<file path="config.mk">
export PLATFORM = sky130hd
export DESIGN_NAME = bxavg_ctrl
export DESIGN_NICKNAME = d
export VERILOG_FILES = /design/src/rtl/bxavg_pkg.sv /design/src/rtl/bxavg_ctrl.sv
export SDC_FILE = /design/constraint.sdc
export NUM_CORES = 1
export LEC_CHECK = 0
export BUFFER_PORTS_ARGS = -buffer_cell sky130_fd_sc_hd__buf_4
export CAP_MARGIN = 20
export CORE_AREA = 4 4 41 43
export DETAILED_ROUTE_END_ITERATION = 7
export DIE_AREA = 0 0 45 47
export GPL_ROUTABILITY_DRIVEN = 0
export PLACE_DENSITY = 0.42
export SYNTH_ARGS = -nofsm -noshare
export SYNTH_HDL_FRONTEND = slang
export SYNTH_SLANG_ARGS = --single-unit
export TNS_END_PERCENT = 20
</file>
<file path="constraint.sdc">
create_clock -name clk -period 1.09 [get_ports clk]
set_input_delay 0.1635 -clock clk [delete_from_list [all_inputs] [get_ports clk]]
set_output_delay 0.1635 -clock clk [all_outputs]
set_load 0.02 [all_outputs]
</file>
<file path="src/rtl/bxavg_pkg.sv">
// Shared widths, register indexes and controller/datapath interface types for the box downsampler.
package bxavg_pkg;

    localparam int PIXEL_W     = 8;
    localparam int AVG_W       = 8;
    localparam int FACTOR_W    = 5;
    localparam int COLS_W      = 11;
    localparam int ROWS_W      = 11;
    localparam int CFG_DATA_W  = 11;
    localparam int CFG_INDEX_W = 2;

    // Default size limits handed to the top level parameters
    localparam int DEF_MAX_COLS   = 1024;
    localparam int DEF_MAX_ROWS   = 1024;
    localparam int DEF_MAX_FACTOR = 16;

    // Configuration register indexes
    localparam logic [CFG_INDEX_W-1:0] REG_FACTOR = 2'd0;
    localparam logic [CFG_INDEX_W-1:0] REG_COLS   = 2'd1;
    localparam logic [CFG_INDEX_W-1:0] REG_ROWS   = 2'd2;

    // Register values after reset
    localparam logic [FACTOR_W-1:0] FACTOR_RST = 5'd2;
    localparam logic [COLS_W-1:0]   COLS_RST   = 11'd1024;
    localparam logic [ROWS_W-1:0]   ROWS_RST   = 11'd1024;

    // Commands from the controller to the datapath
    typedef struct packed {
        logic take_pixel;
        logic accumulate;
        logic div_start;
        logic div_step;
        logic load_out;
    } dp_cmd_t;

    // Status from the datapath to the controller
    typedef struct packed {
        logic block_done;
        logic strip_last;
        logic div_last;
        logic out_free;
    } dp_status_t;

endpackage

</file>
<file path="src/rtl/bxavg_ctrl.sv">
// Controller: sequences pixel accept, column sum update, division and output load.
module bxavg_ctrl
    import bxavg_pkg::*;
(
    input  logic       clk,
    input  logic       rst_n,
    input  logic       in_valid,
    output logic       in_ready,
    input  dp_status_t status,
    output dp_cmd_t    cmd
);

    typedef enum logic [4:0] {
        ST_IDLE     = 5'b00001,
        ST_ACC_PART = 5'b00010,
        ST_ACC_FULL = 5'b00100,
        ST_DIV      = 5'b01000,
        ST_HOLD     = 5'b10000
    } state_t;

    state_t state_reg, state_next;

    // Next state and commands
    always_comb
    begin
        state_next = state_reg;
        cmd        = '0;
        in_ready   = 1'b0;
        unique case (state_reg)
            ST_IDLE:
            begin
                in_ready = 1'b1;
                if (in_valid)
                begin
                    cmd.take_pixel = 1'b1;
                    if (status.block_done && status.strip_last)
                        state_next = ST_ACC_FULL;
                    else if (status.block_done)
                        state_next = ST_ACC_PART;
                end
            end
            ST_ACC_PART:
            begin
                cmd.accumulate = 1'b1;
                state_next     = ST_IDLE;
            end
            ST_ACC_FULL:
            begin
                cmd.accumulate = 1'b1;
                cmd.div_start  = 1'b1;
                state_next     = ST_DIV;
            end
            ST_DIV:
            begin
                cmd.div_step = 1'b1;
                if (status.div_last)
                    state_next = ST_HOLD;
            end
            ST_HOLD:
            begin
                if (status.out_free)
                begin
                    cmd.load_out = 1'b1;
                    state_next   = ST_IDLE;
                end
            end
            default:
            begin
                state_next = ST_IDLE;
            end
        endcase
    end

    // Hold state
    always_ff @(posedge clk or negedge rst_n)
    begin
        if (!rst_n)
            state_reg <= ST_IDLE;
        else
            state_reg <= state_next;
    end

`ifndef ASSERT_OFF
    // A pixel that closes a block row stalls input for the update
    assert property (@(posedge clk) disable iff (!rst_n)
        (in_valid && in_ready && status.block_done) |=> !in_ready)
        else $error("input taken during column sum update");
`endif

endmodule

</file>
==> results.yml <==
global_route:
  grt_pass1_vias: 332
  grt_pass1_wl_um: 1390
  antenna_found_initial: 0
  grtUsageTotal_pct: 9.61
  grt-ovfl-total: 0
  grt_max_degree: 8
clock_tree:
  clk_latency_ps: 240
  path_clk_slew_ps: 40
  cts_buffers: 3
  cts_buffer_depth: 2
  cts-root-buf: "clkbuf_4"
  ctsHtreeMaxLevel: 1
  tritoncts: "done"
  clock-sinks: 5
yosys:
  synth.area.top_cells: "dfrtp_1, dfstp_2, nor4_4"
  synth-seq-cells: 5
  synth_top_area_cell: "dfrtp_1"
  synth_compound_area_share_pct: 14.3
  synth_cell_types: 23
  ys_warn_count: 0
  syn-num-nets: 35
  synth.area.mux_share_pct: 0
  synthCells: 28
  synth_xor_area_share_pct: 2.94
  synth-edff-count: 0
  synth.top_cell.area_share_pct: 33.6
  synth_flop_cell: "dfrtp_1"
  ys_seq_area_share_pct: 42.4
  yosysMostFrequentCell: "dfrtp_1"
  syn_area_um2: 298
  synth_common_cells: "dfrtp_1, and3_1, nor4_1"
  async_reset_ff_share_pct: 100
  synth-simple-area-share_pct: 39.1
  synth_top_family_by_area: "simple AND/OR/NAND/NOR gates"
  synth_area_per_cell_um2: 10.6
  synth_fa_ha_area_share_pct: 0
worst_setup_path:
  max_stage_delay_ps: 420
  endpoint: "cmd[4]"
  worst-endpoint-arrival_ps: 1340
  reg2reg_slack_ps: -250
  endpoint_kind: "output pin"
  cp-startpoint: "state_reg[2]"
  worst_r2r_startpoint: "state_reg[2]"
  rr_endpoint: "state_reg[4]"
  worstPathRequired_ps: 930
  crit_chain: "nor4_4 > and3_4 > buf_6"
  cp-start-kind: "register"
  critPathKind: "register to output pin"
  critPathMaxFanout: 3
  reg2regPathDepth: 5
  cp_slowest_cell: "dfrtp_1"
cells_and_area:
  layoutNonFillerInstCount: 70
  antennaDiodeCount: 0
  layout.area.seq_um2: 129
  multiInputGateArea_um2: 209
  synthToLayoutAreaGrowth_pct: 92.4
  largest_register_ffs: 5
  fillers: 136
  num-nets-final: 63
  drive_above_1_share_pct: 67.3
die:
  core_mm2: 0.00130
  fp.dieH_um: 47
  rows: 13
  die_w_um: 45
  start_util_pct: 22.9
  io_pins: 13
  dieArea_mm2: 0.00212
status:
  violations: "setup timing"
  outcome: "finished, violations left"
sta:
  worst_slack_ps: -413
  hold_viol_final: 0
  slew_headroom_pct: 76.7
  setup-violations-final: 11
  finClkSkew_ps: 5.57
  worst_slew_pin_slew_ps: 349
  post-route-min-period_ps: 1500
  rsz0062_at_grt: "yes"
  fmax_mhz: 665
  final_max_slew_viol_count: 0
  period_share_pct: 138
route:
  detail-route-antenna-nets: 0
  dr.pass1.iters: 2
  vias: 316
  drc_errors: 0
  drt_iter0_markers: 6
  drt-total-wl_um: 810
  vias_per_cell: 4.51
  post_drt_wl_per_cell_um: 11.6
job:
  cap_violations: 0
pwr:
  p_leak_uw: 0.000277
  power_density_mw_per_mm2: 2020
  peakVddDrop_mv: 1.03
placement:
  dp_hpwl_um: 660
  pre_cts_ws_ps: -226
  io_buffers: 12
  dp.cells: 64
hold_path:
  min_path_type: "input port to register"
  worstHoldStart: "status[2]"
==> metrics by stage <==
step / total power [uW] / hold WS, ps / setup TNS [ps] / utilization, % / cell area (um^2)
CTS: 1150 / 84.1 / -3260 / 43.7 / 568
global placement: 872 / -35.7 / -1580 / 38.8 / 504
detailed placement: 875 / -35.3 / -1670 / 38.8 / 504
finish: 1160 / 91.6 / -3010 / 44.0 / 573
floorplan: 611 / -132 / -784 / - / 328
global route: 1240 / 82.1 / -4020 / 44.0 / 573
==> timing repair <==
action                                 CTS  global route
hold buffers                             1             0
setup buffers                            1             0
pin swaps                                2             2
endpoints found under the hold margin    5             0
setup endpoints to repair               11            11
gates resized for setup                  4             2
==> layer usage <==
metal	wire length, um	GRT usage, %	vias up
met5	0	0	-
li1	-	-	162
met1	310	9.93	142
met3	85	6.13	0
met2	414	16.7	12
met4	0	1.75	0
==> power breakdown <==
part,switching [uW],internal [uW]
clock,69.5,138
sequential,90.2,242
combinational,247,369
==> worst max-delay path: cells and delay by family (launching register included) <==
family / cells / cell delay (ps)
buffers and inverters: 1 / 110
DFF: 1 / 420
and+or+nand+nor: 2 / 570
==> cell type report <==
cell class                 instances  share of cell area, %
clock buffer                       4                   4.59
inverter                           1                  0.655
multi-input combinational         22                   36.5
sequential                         5                   22.5
tap                               15                   3.28
timing repair buffer              23                   32.5
==> cells in the final DEF (no fill, tap or decap), types with 2 or more instances in the layout <==
master,synthesis,routed
buf_4,0,19
buf_6,0,3
clkbuf_4,0,3
dfrtp_1,4,2
dfrtp_2,0,2
nor4_4,1,2
==> cells by family after synthesis <==
| kind of cell | Yosys count |
|---|---|
| AO/OA/AOI/OAI | 6 |
| XOR/XNOR | 1 |
| buffers and inverters | 1 |
| flip-flops | 5 |
| AND/OR/NAND/NOR | 15 |
==> how the worst min path moves through the flow <==
stage / endpoint / slack [ps] / cells after the start
final: state_reg[1] / 90 / 2
after global routing: state_reg[1] / 80 / 2
after CTS: state_reg[1] / 80 / 2
after detailed placement: state_reg[4] / -40 / 1
after global placement: state_reg[4] / -40 / 1
after floorplan: state_reg[1] / -130 / 0
(Power assumes the default switching activity.)
